## config.mk

```make
export PLATFORM = sky130hd
export DESIGN_NAME = coap_message_decoder_unit
export DESIGN_NICKNAME = d
export VERILOG_FILES = /design/src/hdl/coap_pkg.sv /design/src/hdl/coap_message_decoder_unit.sv /design/src/hdl/coap_fifo.sv /design/src/hdl/coap_parser.sv
export SDC_FILE = /design/constraint.sdc
export NUM_CORES = 1
export LEC_CHECK = 0
export BUFFER_PORTS_ARGS = -buffer_cell sky130_fd_sc_hd__buf_2
export CORE_AREA = 2 2 298 300
export CTS_CLUSTER_DIAMETER = 200
export DETAILED_ROUTE_END_ITERATION = 8
export DIE_AREA = 0 0 300 302
export RECOVER_POWER = 50
export SYNTH_ARGS = -nofsm -noshare
export SYNTH_HDL_FRONTEND = slang
export SYNTH_HIERARCHICAL = 1
export SYNTH_SLANG_ARGS = --single-unit
```

## constraint.sdc

```tcl
create_clock -name clk -period 7.5 [get_ports clk]
set_input_delay 0.75 -clock clk [delete_from_list [all_inputs] [get_ports clk]]
set_output_delay 0.75 -clock clk [all_outputs]
set_load 0.02 [all_outputs]
```

## src/hdl/coap_pkg.sv

```systemverilog
package coap_pkg;

    typedef struct packed {
        logic [7:0] data_byte;
        logic       last_byte;
    } in_item_t;

    typedef struct packed {
        logic [2:0]  item_kind;
        logic [1:0]  msg_type;
        logic [3:0]  token_length;
        logic [2:0]  code_class;
        logic [4:0]  code_detail;
        logic [15:0] message_id;
        logic [15:0] option_number;
        logic [15:0] option_length;
        logic [7:0]  out_byte;
        logic [2:0]  error_code;
        logic        message_end;
    } out_item_t;

    localparam logic [2:0] KIND_HEADER  = 3'd0;
    localparam logic [2:0] KIND_TOKEN   = 3'd1;
    localparam logic [2:0] KIND_OPTHDR  = 3'd2;
    localparam logic [2:0] KIND_OPTVAL  = 3'd3;
    localparam logic [2:0] KIND_PAYLOAD = 3'd4;
    localparam logic [2:0] KIND_ERROR   = 3'd5;
    localparam logic [2:0] KIND_END     = 3'd6;

    localparam logic [2:0] ERR_NONE      = 3'd0;
    localparam logic [2:0] ERR_VERSION   = 3'd1;
    localparam logic [2:0] ERR_TOKEN     = 3'd2;
    localparam logic [2:0] ERR_DELTA     = 3'd3;
    localparam logic [2:0] ERR_LENGTH    = 3'd4;
    localparam logic [2:0] ERR_TRUNCATED = 3'd5;

    localparam logic [7:0]  PAYLOAD_MARKER = 8'hFF;
    localparam logic [3:0]  NIB_EXT1       = 4'd13;
    localparam logic [3:0]  NIB_EXT2       = 4'd14;
    localparam logic [3:0]  NIB_RESERVED   = 4'd15;
    localparam logic [3:0]  MAX_TOKEN      = 4'd8;
    localparam logic [16:0] EXT2_BIAS      = 17'd269;

endpackage

```

## src/hdl/coap_message_decoder_unit.sv

```systemverilog
// CoAP message decoder.
// Input channel: push/full queue port carrying one datagram byte plus an
// end-of-datagram flag per transfer. Output channel: empty/pop queue port;
// the oldest result sits on result while empty is low.
// Each byte yields zero or one result (header, token byte, option header,
// option value byte, payload byte, error, or end-only marker).
// Throughput: one byte per cycle while the result queue has room. A byte
// passes the input queue, parse register and result queue to result.
// A two-entry input queue decouples the front from the parse stage; the
// parse stage only advances when the result queue has room for its slot,
// so a stalled receiver backs pressure up to full without losing bytes.
// Reset clears all queues and the parse state; the first byte after reset
// is taken as header byte 0.
module coap_message_decoder_unit #(
    parameter int OUT_DEPTH = 4
) (
    input  logic                clk,
    input  logic                rst_n,
    input  logic                push,
    input  coap_pkg::in_item_t  data,
    output logic                full,
    input  logic                pop,
    output coap_pkg::out_item_t result,
    output logic                empty
);
    localparam int IW = $bits(coap_pkg::in_item_t);
    localparam int OW = $bits(coap_pkg::out_item_t);
    localparam int CW = $clog2(OUT_DEPTH + 2);

    logic               q_empty, q_pop;
    coap_pkg::in_item_t q_item;
    logic               p_valid;
    coap_pkg::out_item_t p_item;
    logic               o_full;
    logic [CW-1:0]      inflight_reg;
    logic               u_parse_done_none;
    logic               issued_reg;

    coap_fifo #(.WIDTH(IW), .DEPTH(2)) u_in_q (
        .clk(clk), .rst_n(rst_n),
        .wr_en(push), .wr_data(data), .full(full),
        .rd_en(q_pop), .rd_data(q_item), .empty(q_empty)
    );

    // credit: a byte is popped only while reserved slots (in flight plus queued) are below depth
    logic [CW-1:0] occ;
    assign q_pop = !q_empty && (occ < CW'(OUT_DEPTH));

    coap_parser u_parse (
        .clk(clk), .rst_n(rst_n),
        .in_valid(q_pop), .in_item(q_item),
        .out_valid(p_valid), .out_item(p_item)
    );

    coap_fifo #(.WIDTH(OW), .DEPTH(OUT_DEPTH)) u_out_q (
        .clk(clk), .rst_n(rst_n),
        .wr_en(p_valid), .wr_data(p_item), .full(o_full),
        .rd_en(pop), .rd_data(result), .empty(empty)
    );

    // inflight_reg counts entries reserved: bytes popped to parser (worst case
    // one result each) not yet released by result pop or a no-result byte
    assign occ = inflight_reg;

    always_ff @(posedge clk or negedge rst_n)
    begin
        if (!rst_n)
        begin
            inflight_reg <= '0;
        end
        else
        begin
            inflight_reg <= inflight_reg + CW'(q_pop)
                          - CW'(pop && !empty)
                          - CW'(u_parse_done_none);
        end
    end

    // a parsed byte that made no result frees its reserved slot
    always_ff @(posedge clk or negedge rst_n)
    begin
        if (!rst_n)
        begin
            issued_reg <= 1'b0;
        end
        else
        begin
            issued_reg <= q_pop;
        end
    end
    assign u_parse_done_none = issued_reg && !p_valid;

    logic unused_full;
    assign unused_full = o_full;
endmodule

```

## src/hdl/coap_fifo.sv

```systemverilog
module coap_fifo #(
    parameter int WIDTH = 8,
    parameter int DEPTH = 2
) (
    input  logic             clk,
    input  logic             rst_n,
    input  logic             wr_en,
    input  logic [WIDTH-1:0] wr_data,
    output logic             full,
    input  logic             rd_en,
    output logic [WIDTH-1:0] rd_data,
    output logic             empty
);
    localparam int AW = (DEPTH > 1) ? $clog2(DEPTH) : 1;

    logic [WIDTH-1:0] mem_reg [DEPTH];
    logic [AW-1:0]    wp_reg, rp_reg;
    logic [AW:0]      cnt_reg;

    assign full    = (cnt_reg == (AW+1)'(DEPTH));
    assign empty   = (cnt_reg == '0);
    assign rd_data = mem_reg[rp_reg];

    always_ff @(posedge clk)
    begin
        if (wr_en && !full)
        begin
            mem_reg[wp_reg] <= wr_data;
        end
    end

    always_ff @(posedge clk or negedge rst_n)
    begin
        if (!rst_n)
        begin
            wp_reg  <= '0;
            rp_reg  <= '0;
            cnt_reg <= '0;
        end
        else
        begin
            if (wr_en && !full)
            begin
                wp_reg <= (wp_reg == AW'(DEPTH-1)) ? '0 : wp_reg + 1'b1;
            end
            if (rd_en && !empty)
            begin
                rp_reg <= (rp_reg == AW'(DEPTH-1)) ? '0 : rp_reg + 1'b1;
            end
            cnt_reg <= cnt_reg + (AW+1)'(wr_en && !full) - (AW+1)'(rd_en && !empty);
        end
    end
endmodule

```

## src/hdl/coap_parser.sv

```systemverilog
// Back end: byte-level CoAP parse state machine, one byte per cycle while in_valid is high.
module coap_parser (
    input  logic                clk,
    input  logic                rst_n,
    input  logic                in_valid,
    input  coap_pkg::in_item_t  in_item,
    output logic                out_valid,
    output coap_pkg::out_item_t out_item
);
    typedef enum logic [3:0] {
        PH_HDR0, PH_HDR1, PH_HDR2, PH_HDR3, PH_TOKEN, PH_OPT, PH_D1, PH_D2H,
        PH_D2L, PH_L1, PH_L2H, PH_L2L, PH_VALUE, PH_PAYLOAD
    } phase_t;

    phase_t      phase_reg, phase_next;
    logic [23:0] hdr_reg, hdr_next;
    logic [3:0]  tok_reg, tok_next;
    logic [16:0] optnum_reg, optnum_next;
    logic [3:0]  lennib_reg, lennib_next;
    logic [7:0]  ext_reg, ext_next;
    logic [16:0] vleft_reg, vleft_next;
    logic        skip_reg, skip_next;

    logic [7:0]  b;
    logic        last;
    logic        have, err;
    logic [2:0]  ecode;
    coap_pkg::out_item_t res;
    logic [16:0] delta, len;
    // one spare bit: running number plus a two-byte extended delta can pass 2^17
    logic [17:0] nsum;
    logic        do_delta, do_len;

    assign b    = in_item.data_byte;
    assign last = in_item.last_byte;

    always_comb
    begin
        phase_next  = phase_reg;
        hdr_next    = hdr_reg;
        tok_next    = tok_reg;
        optnum_next = optnum_reg;
        lennib_next = lennib_reg;
        ext_next    = ext_reg;
        vleft_next  = vleft_reg;
        skip_next   = skip_reg;
        res         = '0;
        have        = 1'b0;
        err         = 1'b0;
        ecode       = coap_pkg::ERR_NONE;
        delta       = '0;
        len         = '0;
        do_delta    = 1'b0;
        do_len      = 1'b0;
        nsum        = '0;

        if (skip_reg)
        begin
            if (last)
            begin
                have          = 1'b1;
                res.item_kind = coap_pkg::KIND_END;
            end
        end
        else
        begin
            unique case (phase_reg)
                PH_HDR0:
                begin
                    if (b[7:6] != 2'd1)
                    begin
                        err = 1'b1; ecode = coap_pkg::ERR_VERSION;
                    end
                    else if (b[3:0] > coap_pkg::MAX_TOKEN)
                    begin
                        err = 1'b1; ecode = coap_pkg::ERR_TOKEN;
                    end
                    else
                    begin
                        hdr_next   = {b, 16'd0};
                        phase_next = PH_HDR1;
                    end
                end
                PH_HDR1:
                begin
                    hdr_next[15:8] = b;
                    phase_next     = PH_HDR2;
                end
                PH_HDR2:
                begin
                    hdr_next[7:0] = b;
                    phase_next    = PH_HDR3;
                end
                PH_HDR3:
                begin
                    have             = 1'b1;
                    res.item_kind    = coap_pkg::KIND_HEADER;
                    res.msg_type     = hdr_reg[21:20];
                    res.token_length = hdr_reg[19:16];
                    res.code_class   = hdr_reg[15:13];
                    res.code_detail  = hdr_reg[12:8];
                    res.message_id   = {hdr_reg[7:0], b};
                    tok_next         = hdr_reg[19:16];
                    phase_next       = (hdr_reg[19:16] != 4'd0) ? PH_TOKEN : PH_OPT;
                end
                PH_TOKEN:
                begin
                    have          = 1'b1;
                    res.item_kind = coap_pkg::KIND_TOKEN;
                    res.out_byte  = b;
                    tok_next      = tok_reg - 4'd1;
                    if (tok_reg == 4'd1)
                    begin
                        phase_next = PH_OPT;
                    end
                end
                PH_OPT:
                begin
                    if (b == coap_pkg::PAYLOAD_MARKER)
                    begin
                        if (last)
                        begin
                            err = 1'b1; ecode = coap_pkg::ERR_TRUNCATED;
                        end
                        else
                        begin
                            phase_next = PH_PAYLOAD;
                        end
                    end
                    else if (b[7:4] == coap_pkg::NIB_RESERVED)
                    begin
                        err = 1'b1; ecode = coap_pkg::ERR_DELTA;
                    end
                    else if (b[3:0] == coap_pkg::NIB_RESERVED)
                    begin
                        err = 1'b1; ecode = coap_pkg::ERR_LENGTH;
                    end
                    else
                    begin
                        lennib_next = b[3:0];
                        if (b[7:4] == coap_pkg::NIB_EXT1)
                        begin
                            phase_next = PH_D1;
                        end
                        else if (b[7:4] == coap_pkg::NIB_EXT2)
                        begin
                            phase_next = PH_D2H;
                        end
                        else
                        begin
                            do_delta = 1'b1;
                            delta    = {13'd0, b[7:4]};
                        end
                    end
                end
                PH_D1:
                begin
                    do_delta = 1'b1;
                    delta    = {9'd0, b} + 17'd13;
                end
                PH_D2H:
                begin
                    ext_next   = b;
                    phase_next = PH_D2L;
                end
                PH_D2L:
                begin
                    do_delta = 1'b1;
                    delta    = {1'b0, ext_reg, b} + coap_pkg::EXT2_BIAS;
                end
                PH_L1:
                begin
                    do_len = 1'b1;
                    len    = {9'd0, b} + 17'd13;
                end
                PH_L2H:
                begin
                    ext_next   = b;
                    phase_next = PH_L2L;
                end
                PH_L2L:
                begin
                    do_len = 1'b1;
                    len    = {1'b0, ext_reg, b} + coap_pkg::EXT2_BIAS;
                end
                PH_VALUE:
                begin
                    have          = 1'b1;
                    res.item_kind = coap_pkg::KIND_OPTVAL;
                    res.out_byte  = b;
                    vleft_next    = vleft_reg - 17'd1;
                    if (vleft_reg == 17'd1)
                    begin
                        phase_next = PH_OPT;
                    end
                end
                PH_PAYLOAD:
                begin
                    have          = 1'b1;
                    res.item_kind = coap_pkg::KIND_PAYLOAD;
                    res.out_byte  = b;
                end
                default: phase_next = PH_HDR0;
            endcase

            if (do_delta)
            begin
                nsum = {1'b0, optnum_reg} + {1'b0, delta};
                if (nsum[17:16] != 2'd0)
                begin
                    err = 1'b1; ecode = coap_pkg::ERR_LENGTH;
                end
                else
                begin
                    optnum_next = nsum[16:0];
                    if (lennib_next == coap_pkg::NIB_EXT1)
                    begin
                        phase_next = PH_L1;
                    end
                    else if (lennib_next == coap_pkg::NIB_EXT2)
                    begin
                        phase_next = PH_L2H;
                    end
                    else
                    begin
                        do_len = 1'b1;
                        len    = {13'd0, lennib_next};
                    end
                end
            end

            if (do_len)
            begin
                if (len[16])
                begin
                    err = 1'b1; ecode = coap_pkg::ERR_LENGTH;
                end
                else
                begin
                    have              = 1'b1;
                    res.item_kind     = coap_pkg::KIND_OPTHDR;
                    res.option_number = optnum_next[15:0];
                    res.option_length = len[15:0];
                    if (len == 17'd0)
                    begin
                        phase_next = PH_OPT;
                    end
                    else
                    begin
                        vleft_next = len;
                        phase_next = PH_VALUE;
                    end
                end
            end

            if (last && !err && phase_next != PH_OPT && phase_next != PH_PAYLOAD)
            begin
                err = 1'b1; ecode = coap_pkg::ERR_TRUNCATED;
            end
            if (err)
            begin
                have           = 1'b1;
                res            = '0;
                res.item_kind  = coap_pkg::KIND_ERROR;
                res.error_code = ecode;
                if (!last)
                begin
                    skip_next  = 1'b1;
                    phase_next = PH_HDR0;
                end
            end
        end

        if (last)
        begin
            if (!have)
            begin
                res.item_kind = coap_pkg::KIND_END;
                have          = 1'b1;
            end
            res.message_end = 1'b1;
            phase_next  = PH_HDR0;
            hdr_next    = '0;
            tok_next    = '0;
            optnum_next = '0;
            lennib_next = '0;
            ext_next    = '0;
            vleft_next  = '0;
            skip_next   = 1'b0;
        end
    end

    always_ff @(posedge clk or negedge rst_n)
    begin
        if (!rst_n)
        begin
            phase_reg  <= PH_HDR0;
            hdr_reg    <= '0;
            tok_reg    <= '0;
            optnum_reg <= '0;
            lennib_reg <= '0;
            ext_reg    <= '0;
            vleft_reg  <= '0;
            skip_reg   <= 1'b0;
            out_valid  <= 1'b0;
            out_item   <= '0;
        end
        else
        begin
            out_valid <= in_valid && have;
            if (in_valid)
            begin
                phase_reg  <= phase_next;
                hdr_reg    <= hdr_next;
                tok_reg    <= tok_next;
                optnum_reg <= optnum_next;
                lennib_reg <= lennib_next;
                ext_reg    <= ext_next;
                vleft_reg  <= vleft_next;
                skip_reg   <= skip_next;
                out_item   <= res;
            end
        end
    end
endmodule

```

==> results.sh, run 1 <==
export IMPL_worstMarginPinSlew_ns=5.174
export IMPL_largest_reg_flops=308
export IMPL_reg2reg_setup_slack_ns=1.27
export IMPL_syn_area_mm2=0.02169
export IMPL_cts_tree="done"
export IMPL_clockBufferDepth=3
export IMPL_min_period_over_period=0.8302
export IMPL_nets=1606
export IMPL_synth_area_mux_share=0.09127
export IMPL_vias_per_cell=4.756
export IMPL_final_common_cell="edfxtp_1"
export IMPL_finalSetupViolCount=0
export IMPL_synth_compound_area_frac=0.1088
export IMPL_cpMostUsedCell="nor2_1"
export IMPL_final_cell_mix="326 x edfxtp_1, 169 x dfrtp_1, 98 x nand2_1"
export IMPL_cp_end_kind="flip-flop"
export IMPL_post_cts_buffers=0
export IMPL_die_h_um=302
export IMPL_synth_seq_cells=496
export IMPL_area_delta_synth_final_pct=14.78
export IMPL_wire_per_inst_um=19.58
export IMPL_die_x_um=300
export IMPL_core_area_mm2=0.08756
export IMPL_htree_levels=2
export IMPL_antenna_left=0
export IMPL_ios=92
export IMPL_cp_required_ns=7.91
export IMPL_fin_tns_setup_ns=0
export IMPL_insertion_delay_ns=0.61
export IMPL_dr_pass1_iters=5
export IMPL_design_area_mm2=0.02489
export IMPL_numCtsBuffers=51
export IMPL_gr_total_overflow=0
export IMPL_hpwl_um=36430
export IMPL_rsz0062_at_grt="false"
export IMPL_fmax_mhz=160.6
export IMPL_arrival_ns=6.64
export IMPL_syn_num_nets=1529
export IMPL_grt_pass1_wl_um=83120
export IMPL_async_reset_ff_frac=0.3427
export IMPL_drv_slew=167
export IMPL_synthAdderAreaFrac=0.02296
export IMPL_cts_root_buffer="clkbuf_16"
export IMPL_start_util=0.2477
export IMPL_hp_class="in2reg"
export IMPL_violations="capacitance limit, slew limit"
export IMPL_clock_sinks=496
export IMPL_synth_top_area_frac=0.4514
export IMPL_gp_congestion=0.9297
export IMPL_setup_ws_ns=1.274
export IMPL_yosys_area_share_simple=0.08504
export IMPL_cp_start_kind="flip-flop"
export IMPL_clk_pin_slew_ns=0.06
export IMPL_place_area_mm2=0.02332
export IMPL_antenna_found_initial=1
export IMPL_grt_max_degree=92
export IMPL_cpPeakStageDelay_ns=0.66
export IMPL_postLayoutCoreUtil=0.2843
export IMPL_slowest_stage="o21ai_2"
export IMPL_yosys_top_cells_area="edfxtp_1 45%, dfrtp_1 20%, mux4_2 8.0%"
export IMPL_grt_usage=0.1189
export IMPL_period_needed_ns=6.226
export IMPL_synth_top_area_cell="edfxtp_1"
export IMPL_ir_drop_uv=185.9
export IMPL_place_ws_ns=1.464
export IMPL_critPathMaxFanout=18
export IMPL_std_cell_rows=109
export IMPL_vias=13140
export IMPL_cp_cell_sequence="mux2_2 > ha_1 > nor3_1 > nor2_1 > o21ai_1 > nor2_1 > xnor2_1 > nor2_1 > ha_1 > nand3_1 > o22ai_1 > a21oi_2 > a22o_1 > a32oi_1 > o21ai_2 > o21ai_2 > buf_4 > or3_1 > o21ai_0"
export IMPL_ctsHoldBuffers=0
export IMPL_synth_top_family_by_area="compound AO/OA/AOI/OAI gates"
export IMPL_drive_gt1_frac=0.1921
export IMPL_syn_inst=1478
export IMPL_slew_headroom=-2.449
export IMPL_yosysSeqAreaShare=0.6476
export IMPL_status="finished with violations"
export IMPL_antenna_cells=0
export IMPL_crit_type="reg2reg"
export IMPL_cap_viol_max_count=3
export IMPL_power_leakage_nw=9.069
export IMPL_drc_errors=0
export IMPL_power_density_mw_per_mm2=343.3
export IMPL_fin_worst_skew_ns=0.01722
export IMPL_wl_um=54110
export IMPL_synth_cell_type_count=96
export IMPL_hold_viol=0
export IMPL_numPortBuffers=91
export IMPL_drt_iter0_drc=1169
export IMPL_ys_warnings_count=6
export IMPL_grt_pass1_vias=13240
export IMPL_postSynthAreaPerCell_um2=14.67
export IMPL_cts_resized=0
export IMPL_synth_main_ff_cell="edfxtp_1"
export IMPL_dieArea_mm2=0.09060
export IMPL_synth_xor_area_share=0.01442
export IMPL_synth_edf_count=326
[cell type report]
class                           count  area, µm²
Inverter                           54      202.7
Fill cell                        8863      62670
Clock buffer                       70       1409
Tap cell                         1165       1458
Clock inverter                     26      215.2
Timing Repair Buffer              108      568.0
Multi-Input combinational cell    844       6992
Sequential cell                   496      14050
[cell families after synthesis]
| kind of cell | after synthesis |
|---|---|
| XOR/XNOR | 34 |
| AO/OA/AOI/OAI | 325 |
| adder cells (fa/ha/maj) | 38 |
| buffers and inverters | 138 |
| AND/OR/NAND/NOR | 347 |
| multiplexers | 100 |
| flip-flops | 496 |
[power by group]
group          internal [W]  total [W]  switching (W)
clock               0.00137    0.00243        0.00106
combinational      0.000885    0.00260        0.00172
sequential          0.00329    0.00352       0.000224
total               0.00554    0.00855        0.00300
[path summary, 6_finish.rpt]
path                                                start                          endpoint  cells past startpoint
hold / removal                                    data[7]    u_in_q/mem_reg[0][7]$_DFFE_PP_                      1
setup reg to reg                u_in_q/rp_reg$_DFFE_PN0P_  u_parse/out_item[25]$_DFFE_PN0P_                     19
max in group asynchronous                           rst_n     u_out_q/rp_reg[1]$_DFFE_PN0P_                      1
setup / recovery                u_in_q/rp_reg$_DFFE_PN0P_  u_parse/out_item[25]$_DFFE_PN0P_                     19
min in group asynchronous                           rst_n    u_parse/ext_reg[2]$_DFFE_PN0P_                      1
hold reg to reg            u_parse/hdr_reg[2]$_DFFE_PN0P_    u_parse/hdr_reg[2]$_DFFE_PN0P_                      2
[critical path: cells and delay by family, from the launching register on]
kind / cells / cell delay (ns)
AO/OA/AOI/OAI: 8 / 2.50
AND/OR/NAND/NOR: 6 / 1.14
adder cells (fa/ha/maj): 2 / 0.74
flip-flops: 1 / 0.57
multiplexers: 1 / 0.52
XOR/XNOR: 1 / 0.27
buffers and inverters: 1 / 0.27
[Yosys cell counts (all sizes together) (4+ instances only)]
library cell,instances
edfxtp,326
dfrtp,170
nand2,98
o21ai,86
mux4,77
nor2,66
inv,54
clkbuf,48
nand3,47
o2bb2ai,47
a21oi,46
buf,36
ha,35
a22o,24
nand2b,23
nor3,23
xnor2,23
o32ai,19
nor4,14
a31oi,12
mux2,12
a21o,11
mux2i,11
nand4,11
nor2b,10
o31ai,10
xor2,10
or3,9
a22oi,8
and3,8
or4,7
o211ai,6
nor3b,5
or2,5
a21boi,4
a31o,4
a32oi,4
and3b,4
o21bai,4
o22ai,4
o31a,4
[routing by layer]
| layer | GRT usage | share of wire |
|---|---|---|
| met5 | 0 | 0.00030 |
| met4 | 0.03274 | 0.021 |
| met3 | 0.02205 | 0.056 |
| met2 | 0.1943 | 0.48 |
| met1 | 0.1620 | 0.45 |
[stage by stage]
stage                     power (W)  hold slack [ns]  std cells
after floorplan            0.005323           0.4414       1478
after global placement     0.006203           0.4558       2667
after detailed placement   0.006251           0.4691       2667
after CTS                  0.008708           0.2511       2763
after global routing       0.008984           0.3185       2763
final                      0.008546           0.3354       2763
(Power assumes the default switching activity.)
==> run 2: changes to the inputs <==
--- a/config.mk
+++ b/config.mk
@@ -5,11 +5,12 @@
 export SDC_FILE = /design/constraint.sdc
 export NUM_CORES = 1
 export LEC_CHECK = 0
+export ABC_AREA = 1
 export BUFFER_PORTS_ARGS = -buffer_cell sky130_fd_sc_hd__buf_2
-export CORE_AREA = 2 2 298 300
+export CORE_AREA = 2 2 305 307
 export CTS_CLUSTER_DIAMETER = 200
 export DETAILED_ROUTE_END_ITERATION = 8
-export DIE_AREA = 0 0 300 302
+export DIE_AREA = 0 0 307 309
 export RECOVER_POWER = 50
 export SYNTH_ARGS = -nofsm -noshare
 export SYNTH_HDL_FRONTEND = slang
==> constraint.sdc (replaced) <==
create_clock -name clk -period 5.8 [get_ports clk]
set_input_delay 0.58 -clock clk [delete_from_list [all_inputs] [get_ports clk]]
set_output_delay 0.58 -clock clk [all_outputs]
set_load 0.02 [all_outputs]
==> run 2 against run 1 <==
The flow still finishes with violations (capacitance limit, slew limit). Sequential share of layout area down 2.4 points. Sequential cell count unchanged. Maximum frequency rose by 17%. Register-to-register slack worse by 0.77 ns. Global-route usage decreased by 0.29 points. Utilization about the same. Routed wire length up 2.8%. Synthesized cell count rose by 55%. Total power increased by 39%. Non-clock buffer count grew 14. Cell area rose by 4.5%. Synthesized area rose by 4.7%.
==> results.sh, run 2 <==
export IMPL_gr_usage_met1=0.1443
export IMPL_cp_end_kind="flip-flop"
export IMPL_comb_power_share=0.345
export IMPL_r2r_end="u_parse/out_item[7]$_DFFE_PN0P_"
export IMPL_drc_errors=0
export IMPL_clk_pin_slew_ns=0.06
export IMPL_power_density_mw_per_mm2=457.6
export IMPL_start_util=0.2484
export IMPL_hold_end="u_in_q/mem_reg[0][6]$_DFFE_PP_"
export IMPL_wire_per_inst_um=15.47
export IMPL_insertion_delay_ns=0.60
export IMPL_vias=15780
export IMPL_slew_headroom=-1.111
export IMPL_hold_depth=1
export IMPL_largest_reg_flops=308
export IMPL_drv_slew=231
export IMPL_die_x_um=307
export IMPL_gr_total_overflow=0
export IMPL_fmax_mhz=188.7
export IMPL_cp_required_ns=6.31
export IMPL_antenna_left=0
export IMPL_hp_class="in2reg"
export IMPL_drt_iter0_drc=1145
export IMPL_arrival_ns=5.81
export IMPL_p_int_w=0.007216
export IMPL_postSynthAreaPerCell_um2=9.910
export IMPL_grt_use_met2=0.2050
export IMPL_hpwl_um=36890
export IMPL_seq_power_share=0.398
export IMPL_period_needed_ns=5.301
export IMPL_finalSetupViolCount=0
export IMPL_hp_start="data[6]"
export IMPL_clock_sinks=496
export IMPL_post_cts_buffers=0
export IMPL_worstMarginPinSlew_ns=3.166
export IMPL_grt_pass1_wl_um=86370
export IMPL_clockBufferDepth=3
export IMPL_ir_drop_uv=231.4
export IMPL_die_h_um=309
export IMPL_nets=2421
export IMPL_area_delta_synth_final_pct=14.53
export IMPL_fin_tns_setup_ns=0
export IMPL_gp_congestion=0.9421
export IMPL_htree_levels=2
export IMPL_crit_type="reg2reg"
export IMPL_syn_area_mm2=0.02270
export IMPL_stdcell_count=3596
export IMPL_clkPwrFrac=0.257
export IMPL_numCtsBuffers=47
export IMPL_grt_pass1_vias=15320
export IMPL_dieArea_mm2=0.09486
export IMPL_wl_um=55630
export IMPL_use_met3=0.01754
export IMPL_final_cell_mix="667 x nand2_1, 328 x inv_1, 326 x edfxtp_1"
export IMPL_final_common_cell="nand2_1"
export IMPL_grt_usage=0.1160
export IMPL_dpl_cell_count=3506
export IMPL_min_period_over_period=0.9139
export IMPL_drive_gt1_frac=0.09423
export IMPL_power_leakage_nw=11.20
export IMPL_core_area_mm2=0.09139
export IMPL_ios=92
export IMPL_ys_warnings_count=6
export IMPL_cp_start_kind="flip-flop"
export IMPL_slowest_stage="dfrtp_2"
export IMPL_rsz0062_at_grt="false"
export IMPL_swShare=0.3935
export IMPL_hold_viol=0
export IMPL_status="finished with violations"
export IMPL_reg2reg_setup_slack_ns=0.50
export IMPL_cpPeakStageDelay_ns=0.46
export IMPL_antenna_found_initial=3
export IMPL_cap_viol_max_count=4
export IMPL_fin_worst_skew_ns=0.02652
export IMPL_violations="capacitance limit, slew limit"
export IMPL_syn_num_nets=2342
export IMPL_dr_pass1_iters=6
export IMPL_vias_per_cell=4.387
export IMPL_r2r_start="u_in_q/rp_reg$_DFFE_PN0P_"
export IMPL_cpMostUsedCell="nand2_1"
export IMPL_critPathMaxFanout=47
export IMPL_syn_inst=2291
export IMPL_grt_busiest_layer="met2"
export IMPL_reg2regPathDepth=32
export IMPL_cts_root_buffer="clkbuf_16"
export IMPL_std_cell_rows=111
export IMPL_grt_max_degree=176
export IMPL_numPortBuffers=91
export IMPL_cts_tree="done"
export IMPL_p_sw_w=0.004682
export IMPL_critPathLaunch="u_in_q/rp_reg$_DFFE_PN0P_"
run 2: cell types whose count changed in the layout (fill, tap and decap cells not counted), moves of 24 or more:
cell,delta
nand2_1,+569
inv_1,+275
o211ai_1,+152
mux4_2,-77
nand3_1,+65
o2bb2ai_1,-47
nor2_1,+42
o22ai_1,+30
a22o_1,-24
run 2: metrics by stage:
step	util	power, W	setup slack, ns	area, µm²	hold slack (ns)
finish	0.2845	0.01190	0.4994	26000	0.2134
global route	0.2845	0.01263	0.008204	26000	0.2013
CTS	0.2848	0.01206	0.3661	26030	0.1515
detailed placement	0.2676	0.008988	0.3894	24460	0.4605
global placement	0.2676	0.008937	0.4198	24460	0.4552
floorplan	-	0.007587	1.380	22700	0.2844
run 2: power by group through the flow:
stage	Clock, W	Combinational [W]	Sequential [W]
6_report	0.00305	0.00411	0.00474
5_1_grt	0.00328	0.00455	0.00480
4_1_cts	0.00314	0.00418	0.00474
3_5_place_dp	0	0.00417	0.00482
3_3_place_gp	0	0.00413	0.00480
2_1_floorplan	0	0.00290	0.00469
run 2: worst max-delay path: cells and delay by family, from the launching register on:
kind,cells,cell delay (ns)
AOI/OAI and AO/OA,2,0.64
adders and majority gates,2,0.63
buffers and inverters,3,0.48
DFF,1,0.46
and+or+nand+nor,25,2.98
run 2: what timing repair did:
| action | CTS | global route |
|---|---|---|
| gates resized for setup | 0 | 3 |
| endpoints found under the setup margin | 0 | 76 |
| hold buffers | 1 | 0 |
| endpoints found under the hold margin | 56 | 0 |
run 2: final cells by class:
| type | instances | area [µm²] |
|---|---|---|
| fill | 9483 | 65380 |
| sequential | 496 | 14050 |
| multi-input combinational | 1361 | 6930 |
| tap | 1186 | 1484 |
| clock buffer | 65 | 1378 |
| inverter | 342 | 1284 |
| timing repair buffer | 122 | 696.9 |
| clock inverter | 23 | 181.4 |
| antenna | 1 | 2.502 |
run 2: per-layer routing:
metal / share of wire / vias up
met4: 0.030 / 2
met3: 0.039 / 103
met2: 0.50 / 338
li1: - / 7797
met1: 0.44 / 7537
met5: 0.00023 / -
run 2: worst max path at each step:
stage                                  endpoint  slack [ns]  cells past startpoint
3_3_place_gp   u_parse/out_item[20]$_DFFE_PN0P_        0.42                     36
4_1_cts        u_parse/phase_reg[3]$_DFFE_PN0P_        0.37                     34
5_1_grt        u_parse/out_item[20]$_DFFE_PN0P_       0.008                     35
3_5_place_dp   u_parse/phase_reg[2]$_DFFE_PN0P_        0.39                     34
2_1_floorplan   u_out_q/mem_reg[0][0]$_DFFE_PP_        1.38                      4
6_report        u_parse/out_item[7]$_DFFE_PN0P_        0.50                     32
